<file path="config.mk">
export PLATFORM = sky130hd
export DESIGN_NAME = bbra_fifo
export DESIGN_NICKNAME = d
export VERILOG_FILES = /design/src/hw/rtl/bbra_pkg.sv /design/src/hw/rtl/bbra_fifo.sv
export SDC_FILE = /design/constraint.sdc
export NUM_CORES = 1
export LEC_CHECK = 0
export BUFFER_PORTS_ARGS = -buffer_cell sky130_fd_sc_hd__buf_2
export CORE_MARGIN = 2
export CORE_UTILIZATION = 52
export CTS_CLUSTER_DIAMETER = 80
export DETAILED_ROUTE_END_ITERATION = 6
export PLACE_DENSITY = 0.8
export SYNTH_ARGS = -nofsm -noshare
export SYNTH_HDL_FRONTEND = slang
export SYNTH_SLANG_ARGS = --single-unit
</file>
<file path="constraint.sdc">
create_clock -name clk_i -period 9.5 [get_ports clk_i]
set_clock_uncertainty 0.05 [all_clocks]
set_input_delay 0.475 -clock clk_i [delete_from_list [all_inputs] [get_ports clk_i]]
set_output_delay 0.475 -clock clk_i [all_outputs]
set_load 0.05 [all_outputs]
</file>
<file path="src/hw/rtl/bbra_pkg.sv">
// Types and constants of the box blur running average block.
package bbra_pkg;

  localparam int unsigned LANES     = 4;
  localparam int unsigned DIV_STEPS = 33;

  localparam logic [15:0] WIN_RESET   = 16'd3;
  localparam logic [31:0] RECIP_RESET = 32'((64'd1 << 32) / 64'(WIN_RESET));
  localparam logic [15:0] HALF_RESET  = WIN_RESET >> 1;

  typedef enum logic {
    KIND_LOAD = 1'b0,
    KIND_STEP = 1'b1
  } kind_e;

  typedef struct packed {
    logic        kind;
    logic [31:0] add_lane0;
    logic [31:0] add_lane1;
    logic [31:0] add_lane2;
    logic [31:0] add_lane3;
    logic [31:0] sub_lane0;
    logic [31:0] sub_lane1;
    logic [31:0] sub_lane2;
    logic [31:0] sub_lane3;
  } in_item_t;

  typedef struct packed {
    logic [31:0] pixel_out;
    logic [31:0] sum_out0;
    logic [31:0] sum_out1;
    logic [31:0] sum_out2;
    logic [31:0] sum_out3;
  } out_item_t;

  // Queued operation: load value or net delta per lane.
  typedef struct packed {
    kind_e                   kind;
    logic [LANES-1:0][31:0] val;
  } op_t;

  typedef struct packed {
    logic        busy;
    logic [31:0] recip;
    logic [15:0] half;
  } recip_stat_t;

endpackage

</file>
<file path="src/hw/rtl/bbra_fifo.sv">
// Small queue between front and back end.
module bbra_fifo #(
  parameter int unsigned DEPTH = 2
) (
  input  logic          clk_i,
  input  logic          rst_ni,
  input  logic          push_i,
  input  bbra_pkg::op_t push_data_i,
  output logic          full_o,
  input  logic          pop_i,
  output logic          valid_o,
  output bbra_pkg::op_t pop_data_o
);
  import bbra_pkg::*;

  localparam int unsigned PTR_W = (DEPTH > 1) ? $clog2(DEPTH) : 1;
  localparam int unsigned CNT_W = $clog2(DEPTH + 1);

  op_t              mem_q [DEPTH];
  logic [PTR_W-1:0] wr_ptr_q, wr_ptr_d;
  logic [PTR_W-1:0] rd_ptr_q, rd_ptr_d;
  logic [CNT_W-1:0] cnt_q, cnt_d;
  logic             do_push;
  logic             do_pop;

  assign full_o     = (cnt_q == CNT_W'(DEPTH));
  assign valid_o    = (cnt_q != '0);
  assign pop_data_o = mem_q[rd_ptr_q];
  assign do_push    = push_i && !full_o;
  assign do_pop     = pop_i && valid_o;

  always_comb begin
    wr_ptr_d = wr_ptr_q;
    rd_ptr_d = rd_ptr_q;
    cnt_d    = cnt_q;
    if (do_push) begin
      wr_ptr_d = (wr_ptr_q == PTR_W'(DEPTH - 1)) ? '0 : wr_ptr_q + 1'b1;
    end
    if (do_pop) begin
      rd_ptr_d = (rd_ptr_q == PTR_W'(DEPTH - 1)) ? '0 : rd_ptr_q + 1'b1;
    end
    if (do_push && !do_pop) begin
      cnt_d = cnt_q + 1'b1;
    end else if (do_pop && !do_push) begin
      cnt_d = cnt_q - 1'b1;
    end
  end

  always_ff @(posedge clk_i or negedge rst_ni) begin
    if (!rst_ni) begin
      wr_ptr_q <= '0;
      rd_ptr_q <= '0;
      cnt_q    <= '0;
    end else begin
      wr_ptr_q <= wr_ptr_d;
      rd_ptr_q <= rd_ptr_d;
      cnt_q    <= cnt_d;
    end
  end

  always_ff @(posedge clk_i) begin
    if (do_push) begin
      mem_q[wr_ptr_q] <= push_data_i;
    end
  end

endmodule

</file>
==> summary.md <==
| Metric | Value |
|---|---|
| Root buffer cell | clkbuf_16 |
| # DRC | 0 |
| Post-Syn Nets | 554 |
| First-pass DRT Iterations | 4 |
| Actual slew at the worst max-slew pin | 0.971 ns |
| Clk buf depth | 3 |
| Number of synthesized register bits | 262 |
| Vias in the first global route | 5136 |
| Core Area | 18000 sq um |
| Die Area | 19400 sq um |
| Peak fanout along the critical path | 71 |
| Period utilization | 36.7% |
| Logic pwr share | 40.0% |
| Endpoint class of the critical path | output pin |
| Clock Power Share | 21.3% |
| Vias | 4847 |
| Gr ovfl total | 0 |
| Drt total wl | 17200 um |
| Pins over their slew limit | 0 |
| Num ports | 264 |
| Post-DP Area | 11000 sq um |
| Slew Limit Headroom | 35.3% |
| Largest net degree at the start of global routing | 72 |
| Required time of the critical path | 8.98 ns |
| Final setup TNS | 0 ns |
| Synth-to-Final Area Change | 24.4% |
| Hold Vio Cnt, Final | 0 |
| TritonCTS clock tree | yes |
| Hold crit path type | in -> reg |
| Die Width | 139 um |
| Fillcell total | 1221 |
| Die H | 139 um |
| CTS Hold Bufs | 1 |
| RSZ-0062 raised after global routing | false |
| Initial antenna violation count | 3 |
| Static Leak | 4.45 nW |
| Global-route wire length before repair | 25900 um |
| Mapped Area | 9530 sq um |
| Status | finished clean |
| Mapped Avg Cell Area | 22.7 sq um |
| Row count | 49 |
| Seq/Total Area, Yosys | 82.3% |
| Clk pin slew, worst setup/hold paths | 0.06 ns |
| TritonCTS buffer count | 27 |
| Power per Cell Area | 370 nW/um^2 |
| Design area | 11900 sq um |
| Post-synthesis cell type count | 15 |
| Fmax | 287 MHz |
| WL per Instance | 18.0 um |
| CTS sink count | 262 |
| Max_cap viols | 0 |
| GPL Wtd Cong | 0.769 |
| Sequential share of power | 38.7% |
| CP arrival | 2.96 ns |
| Setup Fix Bufs, Post-CTS | 0 |
| Finish-stage setup viols | 0 |
| ANT nets after route | 0 |
| Starting DRC count in detailed routing | 214 |
| Crit path kind | reg -> out |
| Initial Util | 53.1% |
| CP startpoint kind | register |
| NumNets Final | 837 |
| Crit path time final | 3.48 ns |
| Layout cell share with drive strength beyond 1 | 59.8% |
| Sw frac | 40.8% |
| Internal | 2.60 mW |
| Ys Warns | 0 |
| Worst VDD drop | 0.000226 V |
| Port Buf Inserts | 263 |
| Vias per cell | 5.07 |
| Cells after synthesis | 420 |
| Post-DP HPWL | 11100 um |
| Post-CTS Resized | 0 |
| Psw | 1.79 mW |
| Clock latency on the worst-skew pair | 0.51 ns |
| Total GRT Usage | 16.9% |
| H-tree depth | 1 |
==> final timing paths <==
kind / from / to / slack (ns) / cells past startpoint
worst max register to register: cnt_q[0]$_DFFE_PN0P_ / mem_q[0][79]$_DFFE_PP_ / 6.74 / 5
max in group asynchronous: rst_ni / rd_ptr_q$_DFFE_PN0P_ / 8.99 / 2
worst min register to register: cnt_q[1]$_DFFE_PN0P_ / cnt_q[1]$_DFFE_PN0P_ / 0.45 / 1
worst min-delay path: push_data_i[7] / mem_q[0][7]$_DFFE_PP_ / 0.09 / 1
min in group asynchronous: rst_ni / cnt_q[0]$_DFFE_PN0P_ / 0.27 / 2
worst max-delay path: rd_ptr_q$_DFFE_PN0P_ / pop_data_o[116] / 6.02 / 3
==> power by group through the flow <==
stage	Sequential [mW]	Combinational [mW]	Clock [mW]
2_1_floorplan	1.69	1.49	0
3_3_place_gp	1.71	1.74	0
3_5_place_dp	1.73	1.76	0
4_1_cts	1.70	1.77	0.953
5_1_grt	1.73	1.82	1.00
6_report	1.70	1.75	0.932
==> per-stage QoR <==
| step | power [mW] | setup WS, ns | utilization, % | cells | hold WS [ns] |
|---|---|---|---|---|---|
| after floorplan | 3.17 | 2.85 | - | 420 | 0.129 |
| after global placement | 3.45 | 6.53 | 61.5 | 902 | 0.230 |
| after detailed placement | 3.49 | 6.48 | 61.5 | 902 | 0.234 |
| after CTS | 4.43 | 5.92 | 66.0 | 953 | 0.0746 |
| after global routing | 4.55 | 5.79 | 66.0 | 955 | 0.0706 |
| final | 4.39 | 6.02 | 66.0 | 956 | 0.0943 |
==> kinds of logic (layout without fill, tap and decap cells) <==
kind of cell	Yosys count	after routing	share of synthesized area [%]
buffers and inverters	16	320	1.50
xor gates and xnor gates	5	5	0.459
adders and majority gates	1	1	0.131
DFF	262	262	82.3
other	0	3	0
muxes	129	129	15.2
and+or+nand+nor	7	7	0.355
==> placed cells by master (no fill, tap or decap) <==
cell,instances
buf_2,263
edfxtp_1,258
mux2_2,129
clkbuf_16,27
clkbuf_1,16
buf_4,4
diode_2,3
xnor2_1,3
clkinv_2,3
dfrtp_1,3
inv_1,2
nand2_1,2
xor2_1,2
clkbuf_8,2
or2_2,1
nand2b_1,1
and3_4,1
nor2_4,1
nor2_1,1
ha_1,1
inv_6,1
clkinv_1,1
dlygate4sd3_1,1
dfrtp_4,1
==> area by class of cell <==
type / count / area (sq um) / share of cell area (%)
flip-flops and latches: 262 / 7850 / 66.2
diodes: 3 / 7.51 / 0.0633
repair buffers: 268 / 1360 / 11.4
clock inverters: 5 / 27.5 / 0.232
multi-input cells: 142 / 1560 / 13.1
inverters: 2 / 7.51 / 0.0633
clock buffers: 45 / 763 / 6.44
well taps: 229 / 287 / 2.42
==> worst max-delay path, cell delays in order (launching register included) <==
cell,delay [ns]
dfrtp_4,1.01
buf_4,0.74
mux2_2,0.43
buf_2,0.21
==> registers in the layout (all words and copies together) (netlist names) <==
name / count
rd_ptr_q: 1
wr_ptr_q: 1
cnt_q: 2
mem_q: 258
==> routing by layer <==
metal / GRT usage, % / share of wire [%] / vias up
met5: 0 / 0 / -
met4: 6.17 / 3.1 / 0
met3: 5.51 / 8.6 / 45
met2: 30.5 / 52 / 204
met1: 18.5 / 37 / 2348
li1: - / - / 2250
==> Yosys cell counts, drive strengths merged <==
| cell type | number | area (sq um) |
|---|---|---|
| edfxtp | 258 | 7750 |
| mux2 | 129 | 1450 |
| buf | 14 | 135 |
| dfrtp | 4 | 100 |
| xnor2 | 3 | 26.3 |
| inv | 2 | 7.51 |
| nand2 | 2 | 7.51 |
| nor2 | 2 | 7.51 |
| xor2 | 2 | 17.5 |
| and3 | 1 | 6.26 |
| ha | 1 | 12.5 |
| nand2b | 1 | 6.26 |
| or2 | 1 | 6.26 |
No activity file was read; power rests on OpenSTA's default activity.
