[config.mk]
export PLATFORM = sky130hd
export DESIGN_NAME = bbra_front
export DESIGN_NICKNAME = d
export VERILOG_FILES = /design/src/hw/rtl/bbra_pkg.sv /design/src/hw/rtl/bbra_front.sv
export SDC_FILE = /design/constraint.sdc
export NUM_CORES = 1
export LEC_CHECK = 0
export ABC_AREA = 1
export BUFFER_PORTS_ARGS = -buffer_cell sky130_fd_sc_hd__buf_2
export CAP_MARGIN = 20
export CORE_UTILIZATION = 25
export DETAILED_ROUTE_END_ITERATION = 10
export PLACE_DENSITY = 0.54
export REMOVE_ABC_BUFFERS = 1
export SLEW_MARGIN = 20
export SYNTH_ARGS = -nofsm -noshare
export SYNTH_HDL_FRONTEND = slang
export SYNTH_SLANG_ARGS = --single-unit
export TNS_END_PERCENT = 10
[constraint.sdc]
create_clock -name vclk -period 2.03
set_input_delay 0.203 -clock vclk [all_inputs]
set_output_delay 0.203 -clock vclk [all_outputs]
set_load 0.01 [all_outputs]
[src/hw/rtl/bbra_pkg.sv]
// Types and constants of the box blur running average block.
package bbra_pkg;

  localparam int unsigned LANES     = 4;
  localparam int unsigned DIV_STEPS = 33;

  localparam logic [15:0] WIN_RESET   = 16'd3;
  localparam logic [31:0] RECIP_RESET = 32'((64'd1 << 32) / 64'(WIN_RESET));
  localparam logic [15:0] HALF_RESET  = WIN_RESET >> 1;

  typedef enum logic {
    KIND_LOAD = 1'b0,
    KIND_STEP = 1'b1
  } kind_e;

  typedef struct packed {
    logic        kind;
    logic [31:0] add_lane0;
    logic [31:0] add_lane1;
    logic [31:0] add_lane2;
    logic [31:0] add_lane3;
    logic [31:0] sub_lane0;
    logic [31:0] sub_lane1;
    logic [31:0] sub_lane2;
    logic [31:0] sub_lane3;
  } in_item_t;

  typedef struct packed {
    logic [31:0] pixel_out;
    logic [31:0] sum_out0;
    logic [31:0] sum_out1;
    logic [31:0] sum_out2;
    logic [31:0] sum_out3;
  } out_item_t;

  // Queued operation: load value or net delta per lane.
  typedef struct packed {
    kind_e                   kind;
    logic [LANES-1:0][31:0] val;
  } op_t;

  typedef struct packed {
    logic        busy;
    logic [31:0] recip;
    logic [15:0] half;
  } recip_stat_t;

endpackage

[src/hw/rtl/bbra_front.sv]
// Front end: accepts input items, classifies them and folds add/sub per lane.
module bbra_front (
  input  logic                 in_valid_i,
  output logic                 in_ready_o,
  input  bbra_pkg::in_item_t   in_data_i,
  input  logic                 q_full_i,
  input  bbra_pkg::recip_stat_t stat_i,
  output logic                 push_o,
  output bbra_pkg::op_t        op_o
);
  import bbra_pkg::*;

  logic [LANES-1:0][31:0] add_v;
  logic [LANES-1:0][31:0] sub_v;

  assign add_v = {in_data_i.add_lane3, in_data_i.add_lane2,
                  in_data_i.add_lane1, in_data_i.add_lane0};
  assign sub_v = {in_data_i.sub_lane3, in_data_i.sub_lane2,
                  in_data_i.sub_lane1, in_data_i.sub_lane0};

  // Hold off items while the reciprocal is being recomputed.
  assign in_ready_o = !q_full_i && !stat_i.busy;
  assign push_o     = in_valid_i && in_ready_o;

  always_comb begin
    op_o.kind = kind_e'(in_data_i.kind);
    for (int j = 0; j < LANES; j++) begin
      case (op_o.kind)
        KIND_LOAD: op_o.val[j] = add_v[j];
        KIND_STEP: op_o.val[j] = add_v[j] - sub_v[j];
        default:   op_o.val[j] = add_v[j];
      endcase
    end
  end

endmodule

==> metrics.yaml, run 1 <==
drt:
  wire_per_inst_um: 12.8
  via_per_inst: 4.36
  ant_nets: 0
  wirelength_mm: 45.3
  drcViolationCount: 0
  vias: 15400
  first_pass_iters: 7
  first_iter_violations: 815
die:
  die_w_um: 215
  core_mm2: 0.0444
  initial_core_util: 0.255
  fp.dieArea_mm2: 0.0461
  ios: 439
  placementRows: 77
  die_h_um: 215
power:
  power.internal_w: 0.00221
  ir_drop_mv: 0.137
  p_leak_nw: 10.4
  netSwitchingFraction: 0.571
  powerDensity_mw_per_mm2: 304
  p_sw_w: 0.00295
  comb_power_share: 1.000
  power_frac_clock: 0
  sequentialPowerShare: 0
timing:
  holdWs_ps: 650
  drv_slew: 0
  relSlewSlack: 0.677
  rsz0062_at_grt: "yes"
  setup_viol_count_final: 0
  hold_viol: 0
  fin_crit_sh: 0.994
  worst_pin_slew_ps: 485
  max_freq_mhz: 496
  period_minus_slack_ps: 2020
logic_synthesis:
  synth_cell_types: 30
  yosysSeqAreaShare: 0
  avgSynthCellArea_um2: 4.62
  synthCells: 2448
  netlist_area_mm2: 0.0113
  yosys_warnings: 0
run:
  max-cap-violations: 0
clock_network:
  cts_hold_buf: 0
setup_path:
  crit_path_max_fanout: 4
  crit_path_start_kind: "primary input"
  cpPeakStageDelay_ps: 380
  crit_path_cell_trace: "buf_8 > inv_4 > ha_4 > fa_2 > inv_2 > buf_6 > nand2_2 > nand3_2 > nand2_2 > nand2_4 > buf_6 > xnor2_1 > o21ai_1 > buf_2"
  end_kind: "primary output"
  cp.arrival_ps: 1810
  crit_required_ps: 1830
  crit_slowest_cell: "fa_2"
  path_class: "primary input to primary output"
final_layout:
  drive_above_1_share: 0.320
  fin_cells: 3537
  area_growth_pct: 50.2
  final_core_util: 0.383
  seq_cell_count: 0
  area.sequential_um2: 0
  nClkBuffers: 0
  final_nets: 3382
placement:
  hpwl_mm: 39.0
  numPortBuffers: 391
  gp_congestion: 0.944
  dp.cells: 3530
status:
  status: "finished clean"
global_routing:
  antenna_found_initial: 7
  grt_max_degree: 86
  grt-ovfl-total: 0
  grtUsageTotal: 0.185
  grt_first_pass_wirelength_mm: 70.9
  grt_pass1_vias: 14300
min_path:
  worstHoldStart: "stat_i[48]"
  hold_end: "in_ready_o"
  hold_depth: 3
  hold_class: "primary input to primary output"
-- layer usage --
layer | part of all wire | vias to the layer above | routed length (um) | global-route usage
met4 | 0.013 | 14 | 597 | 0.0181
met1 | 0.47 | 6740 | 21100 | 0.247
met5 | 0.0020 | - | 89 | 0
met2 | 0.47 | 337 | 21400 | 0.330
li1 | - | 8287 | - | -
met3 | 0.046 | 49 | 2100 | 0.0160
-- final cells by class --
type               instances  area, um2
diodes                     1       2.50
fillers                 5046      27400
inverters                586       2210
multi-input cells       1833      11000
well taps                592        741
repair buffers           525       3080
-- worst max path at each step --
stage	start	slack, ps	cells after the start	to
after floorplan	in_data_i[256]	-2020	2	op_o[0]
after global placement	in_data_i[0]	-200	14	op_o[124]
after global routing	in_data_i[18]	-90	13	op_o[123]
final	in_data_i[192]	10	14	op_o[46]
after detailed placement	in_data_i[0]	-210	14	op_o[124]
after CTS	in_data_i[5]	-70	13	op_o[110]
-- synthesized netlist by cell type, drive strengths merged --
cell type,instances,area (um2)
nand2,1104,4210
inv,585,2200
nand3,171,871
nor2,163,614
ha,124,1550
a21oi,82,410
o21ai,60,300
xnor2,48,420
nand3b,20,150
buf,17,85.1
nor3,14,70.1
clkbuf,12,45.0
nand4,12,75.1
o21bai,12,90.1
xor2,7,61.3
a21o,4,30.0
fa,4,80.1
or2,4,25.0
and2,3,18.8
clkinv,1,3.75
nor3b,1,7.51
-- worst max-delay path, delay by kind of cell --
family | cells | cell delay [ps]
compound gates | 1 | 80
xor+xnor | 1 | 100
fa+ha+maj | 2 | 540
buf+inv | 6 | 550
simple gates | 4 | 340
-- stage by stage --
step	setup WS [ps]	power, W	area [um2]	TNS [ps]
after floorplan	-2020	0.00265	11200	-199400
after global placement	-205	0.00442	14900	-4390
after detailed placement	-206	0.00441	14900	-4750
after CTS	-68.7	0.00452	15200	-488
after global routing	-88.9	0.00573	17000	-2110
final	12.1	0.00517	17000	0
-- power groups by stage --
| stage | Sequential, W | Clock (W) | Combinational, W |
|---|---|---|---|
| after detailed placement | 0 | 0 | 0.00441 |
| after global placement | 0 | 0 | 0.00442 |
| after floorplan | 0 | 0 | 0.00265 |
| after global routing | 0 | 0 | 0.00573 |
| final | 0 | 0.0000000000659 | 0.00517 |
| after CTS | 0 | 0 | 0.00452 |
-- cell usage in the layout, fill, tap and decap left out, types with 5 or more instances in the layout --
cell	instances
a21oi_1	49
a21oi_2	32
buf_2	383
buf_4	125
buf_6	12
ha_1	23
ha_2	30
ha_4	71
inv_1	556
inv_2	27
nand2_1	966
nand2_2	117
nand2_4	21
nand3_1	120
nand3_2	46
nand3_4	5
nand3b_1	20
nand4_1	12
nor2_1	112
nor2_2	43
nor2_4	8
nor3_1	11
o21ai_0	42
o21ai_1	18
o21bai_1	12
xnor2_1	45
xor2_1	6
-- cells by family (layout without fill, tap and decap cells) --
kind of cell | Yosys count | in the layout | synth area share
compound gates | 158 | 158 | 0.0734
xor+xnor | 55 | 55 | 0.0426
fa+ha+maj | 128 | 128 | 0.144
buf+inv | 615 | 1111 | 0.206
other cells | 0 | 1 | 0
simple gates | 1492 | 1492 | 0.534
-- repair_timing --
action / in CTS / in global routing
pin swaps: 12 / 75
setup buffers: 0 / 6
setup endpoints to repair: 72 / 101
gates resized for setup: 58 / 414
Note: power is estimated with default switching activity, not from simulation.
==> run 2: changes to the inputs <==
Settings changed: CORE_AREA set to 2 2 173 175, CORE_UTILIZATION 25 to unset, DIE_AREA set to 0 0 175 177, PLACE_DENSITY 0.54 to 0.73, SLEW_MARGIN 20 to unset.
Clock period 2.03 ns to 2.2 ns, I/O delays scaled along.
==> run 2 against run 1 <==
Compared with the run above:
- hold slack improved by 33 ps
- flip-flop and latch count did not move
- die area fell by 33%
- clock-buffer cell count did not move
- first-iteration DRC count rose by 12%
==> metrics.yaml, run 2 (synthesis results as in run 1) <==
die:
  ios: 439  # unchanged
  core_mm2: 0.0292  # -34%
  die_w_um: 175  # -18%
  fp.dieArea_mm2: 0.0310  # -33%
  initial_core_util: 0.387  # +0.132
  die_h_um: 177  # -18%
  placementRows: 63  # -18%
final_layout:
  drive_above_1_share: 0.192  # -0.128
  area_growth_pct: 26.2
  seq_cell_count: 0  # unchanged
  num-fill-cells: 3292  # -35%
  final_core_util: 0.488  # +0.105
  final_nets: 3281  # -3.0%
  nClkBuffers: 0  # unchanged
  area.sequential_um2: 0  # unchanged
  fin_cells: 3237  # -8.5%
  layout_commonest_cell: "nand2_1"
  final_area_mm2: 0.0143  # -16%
  layout_common_cells: "1065 x nand2_1, 578 x inv_1, 391 x buf_2, 150 x nand3_1, 145 x nor2_1"
setup_path:
  crit_path_max_fanout: 4  # unchanged
  cp_top_family: "simple AND/OR/NAND/NOR gates"
  cp.arrival_ps: 1910  # +100 ps
  end_kind: "primary output"
  crit_slowest_cell: "ha_2"
  cpPeakStageDelay_ps: 420  # +40 ps
  path_buf_inv: 3  # -3
  crit_required_ps: 1980  # +150 ps
  crit_path_start_kind: "primary input"
  critPathMostFrequentCell: "nand2_1"
  path_class: "primary input to primary output"
  crit_path_cell_trace: "buf_2 > ha_2 > nand2_1 > nor2_2 > inv_1 > nor3_1 > nand2_1 > nand2_1 > nand2_1 > nand3_1 > nand2_1 > buf_2"
timing:
  max_freq_mhz: 469
  setup_viol_count_final: 0  # unchanged
  hold_viol: 0  # unchanged
  fin_crit_sh: 0.969
  worst_pin_slew_ps: 405  # -79.2 ps
  setup_tns_ps: 0  # unchanged
  rsz0062_at_grt: "yes"
  period_minus_slack_ps: 2130
  drv_slew: 0  # unchanged
  relSlewSlack: 0.730  # +0.0528
power:
  ir_drop_mv: 0.148  # +8.3%
  comb_power_share: 1.000  # about the same
  p_leak_nw: 9.74  # -6.4%
  power_w: 0.00394  # -24%
  netSwitchingFraction: 0.613  # +0.0415
  p_sw_w: 0.00241  # -18%
  power_frac_clock: 0  # unchanged
  powerDensity_mw_per_mm2: 276  # -9.2%
  power.internal_w: 0.00153  # -31%
  sequentialPowerShare: 0  # unchanged
global_routing:
  grtUsageTotal: 0.252  # +0.0674
  grt_pass1_vias: 14200  # -0.71%
  grt_max_degree: 52  # -40%
  grt_first_pass_wirelength_mm: 65.0  # -8.2%
  grt-ovfl-total: 0  # unchanged
  antenna_found_initial: 6  # -1
placement:
  gp_congestion: 0.976  # +3.4%
  hpwl_mm: 36.2  # -7.1%
  numPortBuffers: 391  # unchanged
  dp.cells: 3230  # -8.5%
  placed_area_mm2: 0.0139  # -6.6%
min_path:
  hold_depth: 3  # unchanged
  worstHoldStart: "stat_i[48]"
  hold_end: "in_ready_o"
  hold_class: "primary input to primary output"
drt:
  ant_nets: 0  # unchanged
  wirelength_mm: 41.0  # -9.4%
  wire_per_inst_um: 12.7  # -0.97%
  drcViolationCount: 0  # unchanged
  first_pass_iters: 5  # -2
  via_per_inst: 4.75  # +8.9%
  vias: 15400  # -0.38%
  first_iter_violations: 909  # +12%
run:
  max-cap-violations: 0  # unchanged
status:
  status: "finished clean"
clock_network:
  cts_hold_buf: 0  # unchanged
run 2: cell count changes in the layout (fill, tap and decap cells not counted), moves of 33 or more:
cell and change:
buf_4 -96, nand2_1 +99, nand2_2 -82, nor2_1 +33, ha_1 +78, ha_4 -65
run 2: worst max path at each step:
stage               cells after the start            from   endpoint  slack (ps)
floorplan                               2  in_data_i[256]    op_o[0]       -1880
global placement                       15  in_data_i[128]  op_o[112]         -80
detailed placement                     15  in_data_i[192]   op_o[60]         -50
CTS                                    12  in_data_i[153]  op_o[123]           2
global route                           13   in_data_i[87]   op_o[56]         -50
finish                                 12  in_data_i[153]  op_o[123]          70
run 2: per-layer routing:
metal,wire (um),track usage,vias to the layer above,share of wire
met3,2840,0.0232,84,0.069
met4,1480,0.0767,4,0.036
li1,-,-,8091,-
met2,18700,0.444,551,0.45
met1,18000,0.325,6639,0.44
met5,27,0,-,0.00066
run 2: power by group through the flow:
stage	combinational, W	sequential [W]	clock (W)
finish	0.00394	0	0.000000000243
global route	0.00442	0	0.000000000122
CTS	0.00380	0	0
detailed placement	0.00377	0	0
global placement	0.00374	0	0
floorplan	0.00244	0	0
run 2: repair_timing:
item / in CTS / in global routing
resized for setup: 7 / 93
gates cloned: 0 / 0
setup endpoints to repair: 19 / 63
setup buffers: 0 / 3
pin swaps: 1 / 12
run 2: final cells by class:
class	instances	area (um2)	share of cell area
antenna	4	10.0	0.000701
inverter	586	2200	0.154
tap	390	488	0.0342
multi-input combinational	1833	9330	0.653
timing repair buffer	424	2250	0.157
run 2: metrics by stage:
step | setup slack, ps | hold WS (ps)
floorplan | -1880 | 440
global placement | -82.4 | 678
detailed placement | -53.9 | 682
CTS | 1.87 | 684
global route | -48.5 | 694
finish | 67.4 | 682
