==> config.mk <==
export PLATFORM = sky130hd
export DESIGN_NAME = bbra_recip
export DESIGN_NICKNAME = d
export VERILOG_FILES = /design/src/hw/rtl/bbra_pkg.sv /design/src/hw/rtl/bbra_recip.sv
export SDC_FILE = /design/constraint.sdc
export NUM_CORES = 1
export LEC_CHECK = 0
export ABC_AREA = 1
export BUFFER_PORTS_ARGS = -buffer_cell sky130_fd_sc_hd__buf_2
export CORE_UTILIZATION = 35
export DETAILED_ROUTE_END_ITERATION = 7
export GPL_TIMING_DRIVEN = 0
export MAX_ROUTING_LAYER = met4
export PLACE_DENSITY = 0.58
export SYNTH_ARGS = -nofsm -noshare
export SYNTH_HDL_FRONTEND = slang
export SYNTH_SLANG_ARGS = --single-unit
==> constraint.sdc <==
create_clock -name clk_i -period 4.4 [get_ports clk_i]
set_input_delay 0.66 -clock clk_i [delete_from_list [all_inputs] [get_ports clk_i]]
set_output_delay 0.66 -clock clk_i [all_outputs]
set_load 0.05 [all_outputs]
==> src/hw/rtl/bbra_pkg.sv <==
// Types and constants of the box blur running average block.
package bbra_pkg;

  localparam int unsigned LANES     = 4;
  localparam int unsigned DIV_STEPS = 33;

  localparam logic [15:0] WIN_RESET   = 16'd3;
  localparam logic [31:0] RECIP_RESET = 32'((64'd1 << 32) / 64'(WIN_RESET));
  localparam logic [15:0] HALF_RESET  = WIN_RESET >> 1;

  typedef enum logic {
    KIND_LOAD = 1'b0,
    KIND_STEP = 1'b1
  } kind_e;

  typedef struct packed {
    logic        kind;
    logic [31:0] add_lane0;
    logic [31:0] add_lane1;
    logic [31:0] add_lane2;
    logic [31:0] add_lane3;
    logic [31:0] sub_lane0;
    logic [31:0] sub_lane1;
    logic [31:0] sub_lane2;
    logic [31:0] sub_lane3;
  } in_item_t;

  typedef struct packed {
    logic [31:0] pixel_out;
    logic [31:0] sum_out0;
    logic [31:0] sum_out1;
    logic [31:0] sum_out2;
    logic [31:0] sum_out3;
  } out_item_t;

  // Queued operation: load value or net delta per lane.
  typedef struct packed {
    kind_e                   kind;
    logic [LANES-1:0][31:0] val;
  } op_t;

  typedef struct packed {
    logic        busy;
    logic [31:0] recip;
    logic [15:0] half;
  } recip_stat_t;

endpackage

==> src/hw/rtl/bbra_recip.sv <==
// Window register and bit-serial reciprocal unit: floor(2^32 / window).
module bbra_recip (
  input  logic                 clk_i,
  input  logic                 rst_ni,
  input  logic                 cfg_we_i,
  input  logic [15:0]          cfg_wdata_i,
  output bbra_pkg::recip_stat_t stat_o
);
  import bbra_pkg::*;

  localparam int unsigned CNT_W = $clog2(DIV_STEPS);

  logic [15:0]      win_q;
  logic [15:0]      half_q;
  logic [31:0]      recip_q, recip_d;
  logic             busy_q, busy_d;
  logic [CNT_W-1:0] cnt_q, cnt_d;
  logic [16:0]      rem_q, rem_d;
  logic [31:0]      quo_q, quo_d;
  logic [16:0]      rem_sh;
  logic             ge;
  logic             last;

  // Dividend is a single one at bit 32 followed by zeros.
  always_comb begin
    rem_sh  = {rem_q[15:0], (cnt_q == '0)};
    ge      = (rem_sh >= {1'b0, win_q});
    rem_d   = ge ? (rem_sh - {1'b0, win_q}) : rem_sh;
    quo_d   = {quo_q[30:0], ge};
    last    = (cnt_q == CNT_W'(DIV_STEPS - 1));
    cnt_d   = cnt_q + 1'b1;
    busy_d  = busy_q && !last;
    recip_d = (win_q == '0) ? '0 : quo_d;
  end

  always_ff @(posedge clk_i or negedge rst_ni) begin
    if (!rst_ni) begin
      win_q   <= WIN_RESET;
      half_q  <= HALF_RESET;
      recip_q <= RECIP_RESET;
      busy_q  <= 1'b0;
      cnt_q   <= '0;
    end else if (cfg_we_i) begin
      win_q  <= cfg_wdata_i;
      half_q <= cfg_wdata_i >> 1;
      busy_q <= 1'b1;
      cnt_q  <= '0;
    end else if (busy_q) begin
      busy_q <= busy_d;
      cnt_q  <= cnt_d;
      if (last) begin
        recip_q <= recip_d;
      end
    end
  end

  always_ff @(posedge clk_i) begin
    if (cfg_we_i) begin
      rem_q <= '0;
      quo_q <= '0;
    end else if (busy_q) begin
      rem_q <= rem_d;
      quo_q <= quo_d;
    end
  end

  assign stat_o = '{busy: busy_q, recip: recip_q, half: half_q};

endmodule

==> key figures, run 1 <==
Run status
  – Status: finished clean

Route
  – Post-route DRC: 0
  – Via count: 4340
  – 1st-iter DRT viols: 209
  – WL/cell: 13.3 um
  – Pre-Repair DR Iteration Count: 4
  – Final wirelength: 12.1 mm
  – Via density: between 4 and 5
  – DRT antenna net count: 0

Power
  – Worst VDD drop: 218 uV
  – Power per standard cell area: 513 mW/mm^2
  – Leak: 2.91 nW

Timing
  – Fin Hold WS: ~0.25 ns
  – Hold Vio Cnt, Final: 0
  – FMAX: around 380 MHz
  – Worst slew pin tran: 0.695 ns
  – Slew headroom: 0.532
  – Final Skew: 0.0121 ns
  – Setup_tns: 0 ns
  – Final Max Slew Viols: 0
  – Post-route minimum period: 2.61 ns
  – Period utilisation layout: 0.593
  – Final setup vio count: 0
  – RSZ-0062 raised after global routing: no

Final layout
  – Core Util, Final: 0.424
  – Layout area overhead: 17.6%
  – # diodes: 0
  – Share of layout cells above drive strength 1: 0.191
  – Final Cell Area: 0.00593 mm^2
  – Fill cells: 1438
  – Fin cells: 913
  – Final #Nets: around 770

Worst setup path
  – Reg2reg start: cnt_q[0]
  – Reg2Reg Setup Slack: ~1.8 ns
  – Slowest-stage cell, CP: fa_1
  – Crit path cell chain: inv_1 -> ha_1 -> nand3_1 -> nor2_1 -> nand2_1 -> ha_1 -> fa_1 -> inv_1 -> nand3_1 -> nand3_1 -> a21oi_1 -> xor2_1 -> nand2_1 -> nand3_1 -> nand2_1
  – CP arrival: approximately 2.8 ns
  – Kind of critical path: flop to flop
  – FF-to-FF End: rem_q[8]
  – Crit end category: flop
  – Worst reg2reg path depth: 15
  – Setup crit start: cnt_q[0]
  – Critical path startpoint category: flop
  – Crit path required time: 4.62 ns
  – Worst-path fanout max: 4
  – Most used cell, CP: nand3_1
  – CP peak stage delay: 0.44 ns
  – Critical Path End: rem_q[8]

Place
  – Dpl cell area: roughly 0.0056 mm^2
  – IO Port Bufs: 65
  – GP Congestion: between 0.9 and 1
  – Placed Instances: 896
  – Hpwl dp: approximately 9.5 mm

CTS
  – Worst skew pair latency: 0.34 ns
  – Deepest clock path buffer count: 2
  – Clk sinks: 102
  – H-tree level count: 3
  – PostCTS Resize Cnt: 0
  – CTS tree: built
  – Root Driver: clkbuf_16
  – CTS Buf Count: 9
  – Hold Buf Count CTS: 0
  – Worst-path clk slew: 0.07 ns
  – Post CTS Setup Buffer Count: 0

Die
  – Initial Util: 0.360
  – Die Ht: 122 um
  – Site Rows: 43
  – Core ar.: about 0.014 mm^2
  – Die Area: between 0.01 and 0.015 mm^2
  – IO Pins: roughly 70
  – Die Width: between 100 and 150 um

Logic synthesis
  – Synth Area per Inst: a little under 8 um^2
  – Sequential area share after synthesis: 0.464
  – Yosys top cell by area: dfxtp_1
  – Yosys reg bits: 102
  – YS warnings: 0
  – Dominant cells by area after synthesis: dfxtp_1 (19%), dfrtp_1 (18%), nand2_1 (14%), dfstp_2 (9.4%), inv_1 (7.4%)
  – Yosys cell types: 34
  – Synth top area share: 0.187
  – Post-Syn Area: 0.00504 mm^2
  – Mapped Nets: between 600 and 700
  – Cells after Synth: 651

Global route
  – First-pass GRT wire length: 20.2 mm
  – Largest net degree at the start of global routing: 56
  – Antenna violations before repair: 0
  – GRT overflow: 0
  – Vias in the first global route: 4279
  – GRT Util Overall: 0.179

Run
  – Max-cap violations: 0

Worst hold path
  – Hold Crit Class: primary input to asynchronous set/reset pin
-- layout make-up --
| type | instances | area [um^2] | share of cell area |
|---|---|---|---|
| Inverter | 102 | 383 | 0.0646 |
| Clock inverter | 7 | 91.3 | 0.0154 |
| Buffer | 39 | 236 | 0.0399 |
| Sequential cell | 102 | 2340 | 0.395 |
| Multi-Input combinational cell | 408 | 2080 | 0.351 |
| Clock buffer | 9 | 225 | 0.0380 |
| Tap cell | 180 | 225 | 0.0380 |
| Timing Repair Buffer | 66 | 345 | 0.0583 |
-- how the worst min path moves through the flow --
stage | startpoint | end
2_1_floorplan | rst_ni | busy_q
3_3_place_gp | rem_q[6] | rem_q[6]
3_5_place_dp | rem_q[1] | rem_q[1]
4_1_cts | quo_q[23] | recip_q[24]
5_1_grt | rst_ni | recip_q[19]
6_report | rst_ni | recip_q[19]
-- cell usage after synthesis (all sizes together) --
cell    count
nor2       21
nand4       6
inv       101
a21oi      11
xor2        3
nor4        6
and2        1
dfstp      18
o22ai      30
ha         18
fa          1
nand2     195
dfrtp      37
o21ai      53
clkinv      1
conb        1
o21a        1
xnor2       4
nand3b     11
nor3        6
clkbuf     13
dfxtp      47
nand3      40
buf        26
-- layout by cell type, fill, tap and decap left out, drive strengths merged, types with 6 or more instances in the layout --
cell type	count
clkbuf	22
nand4	6
nand3	40
nor4	6
dfstp	18
o21ai	53
inv	103
nand3b	11
dfxtp	47
buf	92
ha	18
nand2	195
nor3	6
nor2	21
a21oi	11
dfrtp	37
o22ai	30
-- report_power, final --
part	internal [W]	total [W]	switching (W)	leakage [nW]
combinational	0.000418	0.00115	0.000729	1.70
sequential	0.00102	0.00107	0.0000585	1.05
clock	0.000454	0.000818	0.000364	0.151
total	0.00189	0.00304	0.00115	2.91
-- sequential cells by signal, indices dropped and copies added (netlist names) --
name,flops
busy_q,1
cnt_q,6
rem_q,16
quo_q,31
recip_q,32
win_q,16
-- critical path: cells and delay by family (launching register included) --
kind | cells | cell delay, ns
DFF | 1 | 0.38
buffers and inverters | 2 | 0.25
and+or+nand+nor | 8 | 0.72
xor gates and xnor gates | 1 | 0.15
AOI/OAI and AO/OA | 1 | 0.14
adders and majority gates | 3 | 0.86
-- metrics by stage --
step	worst slack (ns)	power, W
after floorplan	2.18	0.00196
after global placement	1.86	0.00223
after detailed placement	1.85	0.00223
after CTS	1.83	0.00306
after global routing	1.58	0.00327
final	1.79	0.00304
-- kinds of logic (layout without fill, tap and decap cells) --
kind of cell             Yosys count  count (layout)  synth area share
other                              1               1          0.000744
XOR/XNOR                           7               7            0.0122
AND/OR/NAND/NOR                  286             286             0.249
flip-flops                       102             102             0.464
AO/OA/AOI/OAI                     95              95             0.102
buffers and inverters            141             223             0.123
adder cells (fa/ha/maj)           19              19            0.0487
-- layer usage --
layer / part of all wire / GRT usage / vias up
li1: - / - / 2211
met1: 0.45 / 0.213 / 2062
met2: 0.51 / 0.313 / 60
met3: 0.033 / 0.0309 / 7
met4: 0.0078 / 0.0440 / 0
met5: 0 / - / -
No activity file was read; power rests on OpenSTA's default activity.
==> run 2, diff against run 1 <==
PLACE_DENSITY = 0.6   (was 0.58)
clock period = 2.12 ns   (was 4.4 ns; I/O delays follow)
==> run 2 against run 1 <==
The flow now finishes with violations (negative setup slack). Core utilization up 2.3 points. Critical path depth rose by 2. Routed wire length up 3.3%. Fmax increased by 18%. Final cell count increased by 1.6%. Total power up 130%. Combinational power increased to 2.5 times the previous value. Count of clock-buffer cells in the layout stayed put. Sequential cell count unchanged. Non-clock buffer count increased by 15. Clock power up 110%. Critical path type unchanged. Largest cell class unchanged.
==> key figures, run 2 (synthesized netlist as in run 1, its figures left out) <==
Run status
  – Status: finished, violations left
  – Failing checks: negative setup slack

Power
  – Combinational share of power: 0.422 (+0.045)
  – Leak: 3.04 nW (+4.6%)
  – Switching Share: 0.383 (+0.00416)
  – Net Sw Power: 0.00263 W (+130%)
  – Power per standard cell area: 1100 mW/mm^2 (+110%)
  – Internal: 0.00423 W (+120%)
  – Worst VDD drop: 500 uV (+130%)
  – Seq pwr share: 0.325 (-0.028)
  – Clock group share of total power: 0.253 (-0.016)

Worst setup path
  – Critical path startpoint category: flop
  – Crit path max-delay family: simple AND/OR/NAND/NOR gates
  – Kind of critical path: flop to flop
  – Worst reg2reg path depth: 17 (+2)
  – Worst-path fanout max: 3 (-1)
  – CP Buf/Inv Count: 4 (+2)
  – Crit path cell chain: inv_2 -> ha_4 -> nand3_2 -> nor2_2 -> nand2_2 -> ha_4 -> fa_2 -> inv_2 -> buf_4 -> buf_4 -> nand3_2 -> nand3_2 -> nand2_1 -> nand2_1 -> nand2_1 -> nand3_1 -> nand2_1
  – Reg2reg start: cnt_q[1]
  – Most used cell, CP: nand2_1
  – CP arrival: 2.47 ns (-0.36 ns)
  – FF-to-FF End: rem_q[10]
  – Crit end category: flop
  – Reg2Reg Setup Slack: -0.09 ns (-1.88 ns)
  – Slowest-stage cell, CP: dfrtp_1
  – Crit path required time: 2.38 ns (-2.24 ns)
  – CP peak stage delay: 0.39 ns (-0.05 ns)

Timing
  – Final Max Slew Viols: 0 (unchanged)
  – Slew headroom: 0.518 (-0.0147)
  – Period utilisation layout: 1.04 (+0.451)
  – Final Skew: 0.00786 ns (-0.00426 ns)
  – Post-route minimum period: 2.21 ns (-0.397 ns)
  – Hold Vio Cnt, Final: 0 (unchanged)
  – Final worst slack: -0.0937 ns (-1.88 ns)
  – RSZ-0062 raised after global routing: yes
  – Final setup vio count: 4 (+4)
  – Worst slew pin tran: 0.723 ns (+0.0285 ns)
  – Setup_tns: -0.270 ns (-0.270 ns)
  – Fin Hold WS: 0.0170 ns (-0.232 ns)
  – FMAX: 452 MHz (+18%)

Final layout
  – Most common cell after layout, fill and taps aside: nand2_1
  – Share of layout cells above drive strength 1: 0.259 (+0.0684)
  – Leading cell types in the layout, fill and taps excluded: nand2_1 (178), inv_1 (96), buf_2 (70), o21ai_0 (51), dfxtp_1 (47)
  – Largest regs: recip_q: 32 flops, quo_q: 31 flops
  – Flip-flop count of the largest register after layout: 32 (unchanged)
  – Fin cells: 928 (+1.6%)
  – Layout area overhead: 23.9%
  – Top reg by flops: recip_q
  – # diodes: 0 (unchanged)
  – Final #Nets: 781 (+2.0%)
  – Core Util, Final: 0.446 (+0.0225)

Global route
  – Antenna violations before repair: 0 (unchanged)
  – M2 GR Usage: 0.296 (-0.0169)
  – First-pass GRT wire length: 20.3 mm (+0.65%)
  – Vias in the first global route: 4171 (-2.5%)
  – M1 GR Usage: 0.216 (+0.00353)
  – GRT overflow: 0 (unchanged)
  – Largest net degree at the start of global routing: 56 (unchanged)
  – GRT Util Overall: 0.183 (+0.00404)
  – Busiest grt layer: met2
  – Met3 Resource Use GR: 0.0318 (+0.000936)

Die
  – Initial Util: 0.360 (unchanged)
  – Die Area: 0.0149 mm^2 (unchanged)
  – IO Pins: 68 (unchanged)
  – Die Width: 122 um (unchanged)
  – Site Rows: 43 (unchanged)
  – Core ar.: 0.0140 mm^2 (unchanged)
  – Die Ht: 122 um (unchanged)

CTS
  – Deepest clock path buffer count: 2 (unchanged)
  – CTS tree: built
  – Root Driver: clkbuf_16
  – Hold Buf Count CTS: 0 (unchanged)
  – H-tree level count: 3 (unchanged)
  – Worst skew pair latency: 0.36 ns (+0.02 ns)
  – CTS Buf Count: 9 (unchanged)
  – Clk sinks: 102 (unchanged)
  – Worst-path clk slew: 0.07 ns (about the same)

Route
  – WL/cell: 13.5 um (+1.7%)
  – 1st-iter DRT viols: 133 (-36%)
  – DRT antenna net count: 0 (unchanged)
  – Via density: 4.69 (-1.3%)
  – Pre-Repair DR Iteration Count: 4 (unchanged)
  – Post-route DRC: 0 (unchanged)
  – Via count: 4352 (+0.28%)
  – Final wirelength: 12.5 mm (+3.3%)

Place
  – Dpl ws: -0.307 ns (-2.15 ns)
  – IO Port Bufs: 65 (unchanged)
  – Placed Instances: 896 (unchanged)
  – GP Congestion: 0.920 (-2.2%)
  – Hpwl dp: 9.16 mm (-3.4%)

Run
  – Max-cap violations: 0 (unchanged)

Worst hold path
  – Hold Crit Class: primary input to asynchronous set/reset pin
run 2: cell types whose count changed in the layout (fill, tap and decap cells not counted), sizes merged:
cell / before / now
buf: 92 / 107
clkinvlp: 1 / 0
inv: 103 / 104
run 2: worst max path at each step:
| stage | startpoint | end | slack (ns) | depth (start not counted) |
|---|---|---|---|---|
| after floorplan | cnt_q[0] | rem_q[12] | 0.01 | 17 |
| after global placement | cnt_q[0] | rem_q[12] | -0.28 | 17 |
| after detailed placement | cnt_q[0] | rem_q[12] | -0.31 | 17 |
| after CTS | cnt_q[1] | rem_q[12] | -0.12 | 17 |
| after global routing | cnt_q[1] | rem_q[8] | -0.21 | 15 |
| final | cnt_q[1] | rem_q[10] | -0.09 | 17 |
run 2: what timing repair did:
action	4_1_cts	5_1_grt
buffers inserted	11	3
gates resized for setup	23	24
cloned	1	1
setup endpoints to repair	18	20
pin swaps	12	17
run 2: per-stage QoR:
step	cell area (um^2)	total power, W
2_1_floorplan	5050	0.00408
3_3_place_gp	5600	0.00458
3_5_place_dp	5600	0.00459
4_1_cts	6130	0.00666
5_1_grt	6240	0.00731
6_report	6240	0.00686
run 2: final cells by class:
type	instances	area [um^2]
Multi-Input combinational cell	408	2260
Clock buffer	9	225
Sequential cell	102	2340
Clock inverter	7	92.6
Fill cell	1402	7750
Buffer	39	240
Timing Repair Buffer	81	479
Inverter	102	383
Tap cell	180	225
run 2: worst reg2reg max path, stage by stage (launching register included):
cell and delay (ns):
dfrtp_1 0.39, inv_2 0.09, ha_4 0.13, nand3_2 0.08
nor2_2 0.10, nand2_2 0.09, ha_4 0.17, fa_2 0.36
inv_2 0.10, buf_4 0.11, buf_4 0.09, nand3_2 0.08
nand3_2 0.07, nand2_1 0.05, nand2_1 0.05, nand2_1 0.05
nand3_1 0.07, nand2_1 0.05
run 2: per-layer routing:
metal  wire length (um)  vias to the layer above
li1                   -                     2252
met1               5620                     2027
met2               6100                       52
met3                346                       21
met4                465                        0
met5                  0                        -
run 2: power by group through the flow:
stage | Combinational [W] | Sequential, W | Clock, W
2_1_floorplan | 0.00185 | 0.00223 | 0
3_3_place_gp | 0.00232 | 0.00227 | 0
3_5_place_dp | 0.00233 | 0.00226 | 0
4_1_cts | 0.00264 | 0.00223 | 0.00179
5_1_grt | 0.00320 | 0.00225 | 0.00186
6_report | 0.00289 | 0.00223 | 0.00174
==> run 3, diff against run 2 <==
ABC_AREA = default   (was 1)
PLACE_DENSITY = 0.58   (was 0.6)
SLEW_MARGIN = 20   (was default)
clock period = 2.6 ns   (was 2.12 ns; I/O delays follow)
==> run 3 against run 2 <==
The run still ends with negative setup slack left. Hold slack better by 0.062 ns. Global-route usage down 0.78 points. Sequential power fell by 17%. Highest routed layer unchanged. Critical path type unchanged. Critical endpoint is now rem_q[5]. Setup slack worse by 0.14 ns. Total power fell by 19%.
==> key figures, run 3 <==
Worst setup path
  – Kind of critical path: flop to flop
  – Worst reg2reg path depth: 13 (-4)
  – Worst-path fanout max: 5 (+2)
  – CP arrival: 3.09 ns (+0.62 ns)
  – Reg2reg start: cnt_q[0]
  – Reg2Reg Setup Slack: -0.23 ns (-0.14 ns)
  – Critical path startpoint category: flop
  – Crit path required time: 2.85 ns (+0.47 ns)
  – FF-to-FF End: rem_q[5]
  – Crit end category: flop

Logic synthesis
  – Post-Syn Area: 0.00482 mm^2 (-4.3%)
  – Synth Area per Inst: 9.96 um^2 (+29%)
  – Yosys cell types: 50 (+47%)
  – Fraction of registers with async set/reset: 0.539 (unchanged)
  – Share of synthesized area spent on multiplexers: 0.0711 (+0.0711)
  – Post-synthesis simple-gate area fraction: 0.130 (-0.119)
  – YS warnings: 0 (unchanged)
  – Adder-cell area share of the yosys netlist: 0.0509 (+0.00221)
  – Yosys reg bits: 102 (unchanged)
  – Post-synth EDFFs: 0 (unchanged)
  – Mapped Nets: 522 (-24%)
  – Post-synthesis compound-gate area fraction: 0.165 (+0.0625)
  – Largest family of logic cells by synthesized area: compound AO/OA/AOI/OAI gates
  – Dominant cells by area after synthesis: dfxtp_1 (20%), dfrtp_1 (19%), dfstp_2 (9.8%), mux2i_1 (6.6%), a22o_1 (5.8%)
  – Yosys top cell by area: dfxtp_1
  – Commonest register cell after synthesis: dfxtp_1
  – Cells after Synth: 484 (-26%)
  – Synth Area in XOR/XNOR: 0.0291 (+0.0169)
  – Most common library cells after synthesis: nor2_1 (56), nand2_1 (51), dfxtp_1 (47), dfrtp_1 (37)
  – Synth top area share: 0.195 (+0.00848)
  – Sequential area share after synthesis: 0.485 (+0.0211)
  – Count leader, synth: nor2_1

Timing
  – Final Max Slew Viols: 0 (unchanged)
  – Slew headroom: 0.500 (-0.0179)
  – Hold Vio Cnt, Final: 0 (unchanged)
  – RSZ-0062 raised after global routing: yes
  – Post-route minimum period: 2.83 ns (+0.618 ns)
  – Final setup vio count: 18 (+14)
  – Worst slew pin tran: 0.750 ns (+0.0269 ns)
  – Final Skew: 0.00867 ns (+0.000802 ns)
  – Final worst slack: -0.232 ns (-0.138 ns)
  – Period utilisation layout: 1.09 (+0.0449)
  – FMAX: 353 MHz (-22%)

Die
  – Die Width: 119 um (-2.2%)
  – Die Ht: 119 um (-2.2%)
  – Initial Util: 0.361 (+0.000887)
  – IO Pins: 68 (unchanged)
  – Site Rows: 42 (-2.3%)
  – Core ar.: 0.0133 mm^2 (-4.6%)
  – Die Area: 0.0142 mm^2 (-4.3%)

Run
  – Max-cap violations: 0 (unchanged)

Run status
  – Status: finished, violations left
  – Failing checks: negative setup slack

CTS
  – Worst skew pair latency: 0.36 ns (about the same)
  – Hold Buf Count CTS: 0 (unchanged)
  – Root Driver: clkbuf_16
  – CTS Buf Count: 9 (unchanged)
  – Clk sinks: 102 (unchanged)
  – H-tree level count: 3 (unchanged)
  – CTS tree: built
  – Worst-path clk slew: 0.07 ns (about the same)
  – Deepest clock path buffer count: 2 (unchanged)

Final layout
  – Layout area overhead: 24.9%
  – Leading cell types in the layout, fill and taps excluded: buf_2 (64), nor2_1 (55), dfxtp_1 (47), nand2_1 (43), dfrtp_1 (37)
  – Share of layout cells above drive strength 1: 0.297 (+0.0377)
  – Top reg by flops: recip_q
  – Final #Nets: 612 (-22%)
  – Fill cells: 1325 (-5.5%)
  – Core Util, Final: 0.451 (+0.00473)
  – # diodes: 0 (unchanged)
  – Most common cell after layout, fill and taps aside: buf_2
  – Flip-flop count of the largest register after layout: 32 (unchanged)
  – Largest regs: recip_q: 32 flops, quo_q: 31 flops

Route
  – Pre-Repair DR Iteration Count: 4 (unchanged)
  – 1st-iter DRT viols: 197 (+48%)
  – Post-route DRC: 0 (unchanged)
  – Via count: 3827 (-12%)
  – DRT antenna net count: 0 (unchanged)
  – WL/cell: 15.3 um (+13%)
  – Via density: 5.07 (+8.1%)
  – Final wirelength: 11.6 mm (-7.8%)

Global route
  – Antenna violations before repair: 0 (unchanged)
  – First-pass GRT wire length: 18.9 mm (-7.0%)
  – GRT Util Overall: 0.175 (-0.00782)
  – Vias in the first global route: 3719 (-11%)
  – GRT overflow: 0 (unchanged)
  – Largest net degree at the start of global routing: 56 (unchanged)

Place
  – IO Port Bufs: 65 (unchanged)
  – GP Congestion: 0.842 (-8.5%)
  – Hpwl dp: 8.04 mm (-12%)

Power
  – Worst VDD drop: 346 uV (-31%)
  – Tot Pwr: 0.00555 W (-19%)
  – Leak: 2.92 nW (-4.1%)
  – Power per standard cell area: 922 mW/mm^2 (-16%)

Worst hold path
  – Hold Crit Class: primary input to asynchronous set/reset pin
[run 3: area by class of cell]
cell class / count / area (um^2) / area share
Multi-Input combinational cell: 317 / 2350 / 0.391
Timing Repair Buffer: 79 / 464 / 0.0771
Clock buffer: 11 / 243 / 0.0403
Tap cell: 176 / 220 / 0.0366
Inverter: 20 / 75.1 / 0.0125
Clock inverter: 5 / 63.8 / 0.0106
Buffer: 45 / 259 / 0.0430
Sequential cell: 102 / 2340 / 0.389
[run 3: through the flow]
step           TNS (ns)  cell area [um^2]  std cells  hold WS (ns)  worst slack (ns)
2_1_floorplan   -0.0468              4890        484        0.0944           -0.0234
3_3_place_gp      -4.18              5430        725         0.459            -0.274
3_5_place_dp      -4.62              5440        725         0.466            -0.321
4_1_cts           -3.56              5840        749         0.101            -0.242
5_1_grt           -5.43              6020        755         0.148            -0.357
6_report          -3.24              6020        755        0.0786            -0.232
[run 3: cell families (layout without fill, tap and decap cells)]
logic type,after synthesis,count (layout)
xor+xnor,16,16
simple gates,141,141
mux,34,34
compound gates,106,106
buf+inv,65,160
other cells,1,1
flops,102,102
fa+ha+maj,19,19
[run 3: routing by layer]
metal	global-route usage	wire (um)	vias to the layer above
li1	-	-	1872
met1	0.225	5440	1881
met2	0.276	5550	58
met3	0.0354	380	16
met4	0.0586	185	0
met5	-	0	-
[run 3: repair_timing]
item                                    in CTS  in global routing
gates cloned                                 1                  0
pin swaps                                   15                 23
buffers inserted                             7                  6
endpoints found under the setup margin      18                 47
resized for setup                            9                 26
[run 3: worst max-delay path by stage]
stage               startpoint   endpoint  slack, ns  cells after the start
global route          cnt_q[0]   rem_q[6]      -0.36                     13
finish                cnt_q[0]   rem_q[5]      -0.23                     13
CTS                   cnt_q[1]   rem_q[0]      -0.24                     12
floorplan             cnt_q[0]  rem_q[13]      -0.02                     13
global placement      cnt_q[0]  rem_q[14]      -0.27                     13
detailed placement    cnt_q[0]  rem_q[14]      -0.32                     13
[run 3: critical path, cell delays in order, from the launching register on]
cell	delay [ns]
dfrtp_1	0.35
inv_1	0.05
ha_2	0.17
nor4b_4	0.13
nand2b_1	0.12
ha_2	0.20
nand2b_4	0.14
a21oi_4	0.06
o311a_4	0.34
a211o_1	0.36
a31oi_4	0.30
buf_6	0.18
nand2_1	0.06
a311oi_1	0.28
[run 3: report_power, final]
| part | total (W) | internal [W] | switching, W |
|---|---|---|---|
| Clock | 0.00140 | 0.000784 | 0.000618 |
| Combinational | 0.00229 | 0.00107 | 0.00122 |
| Sequential | 0.00186 | 0.00173 | 0.000138 |
| Total | 0.00555 | 0.00358 | 0.00197 |
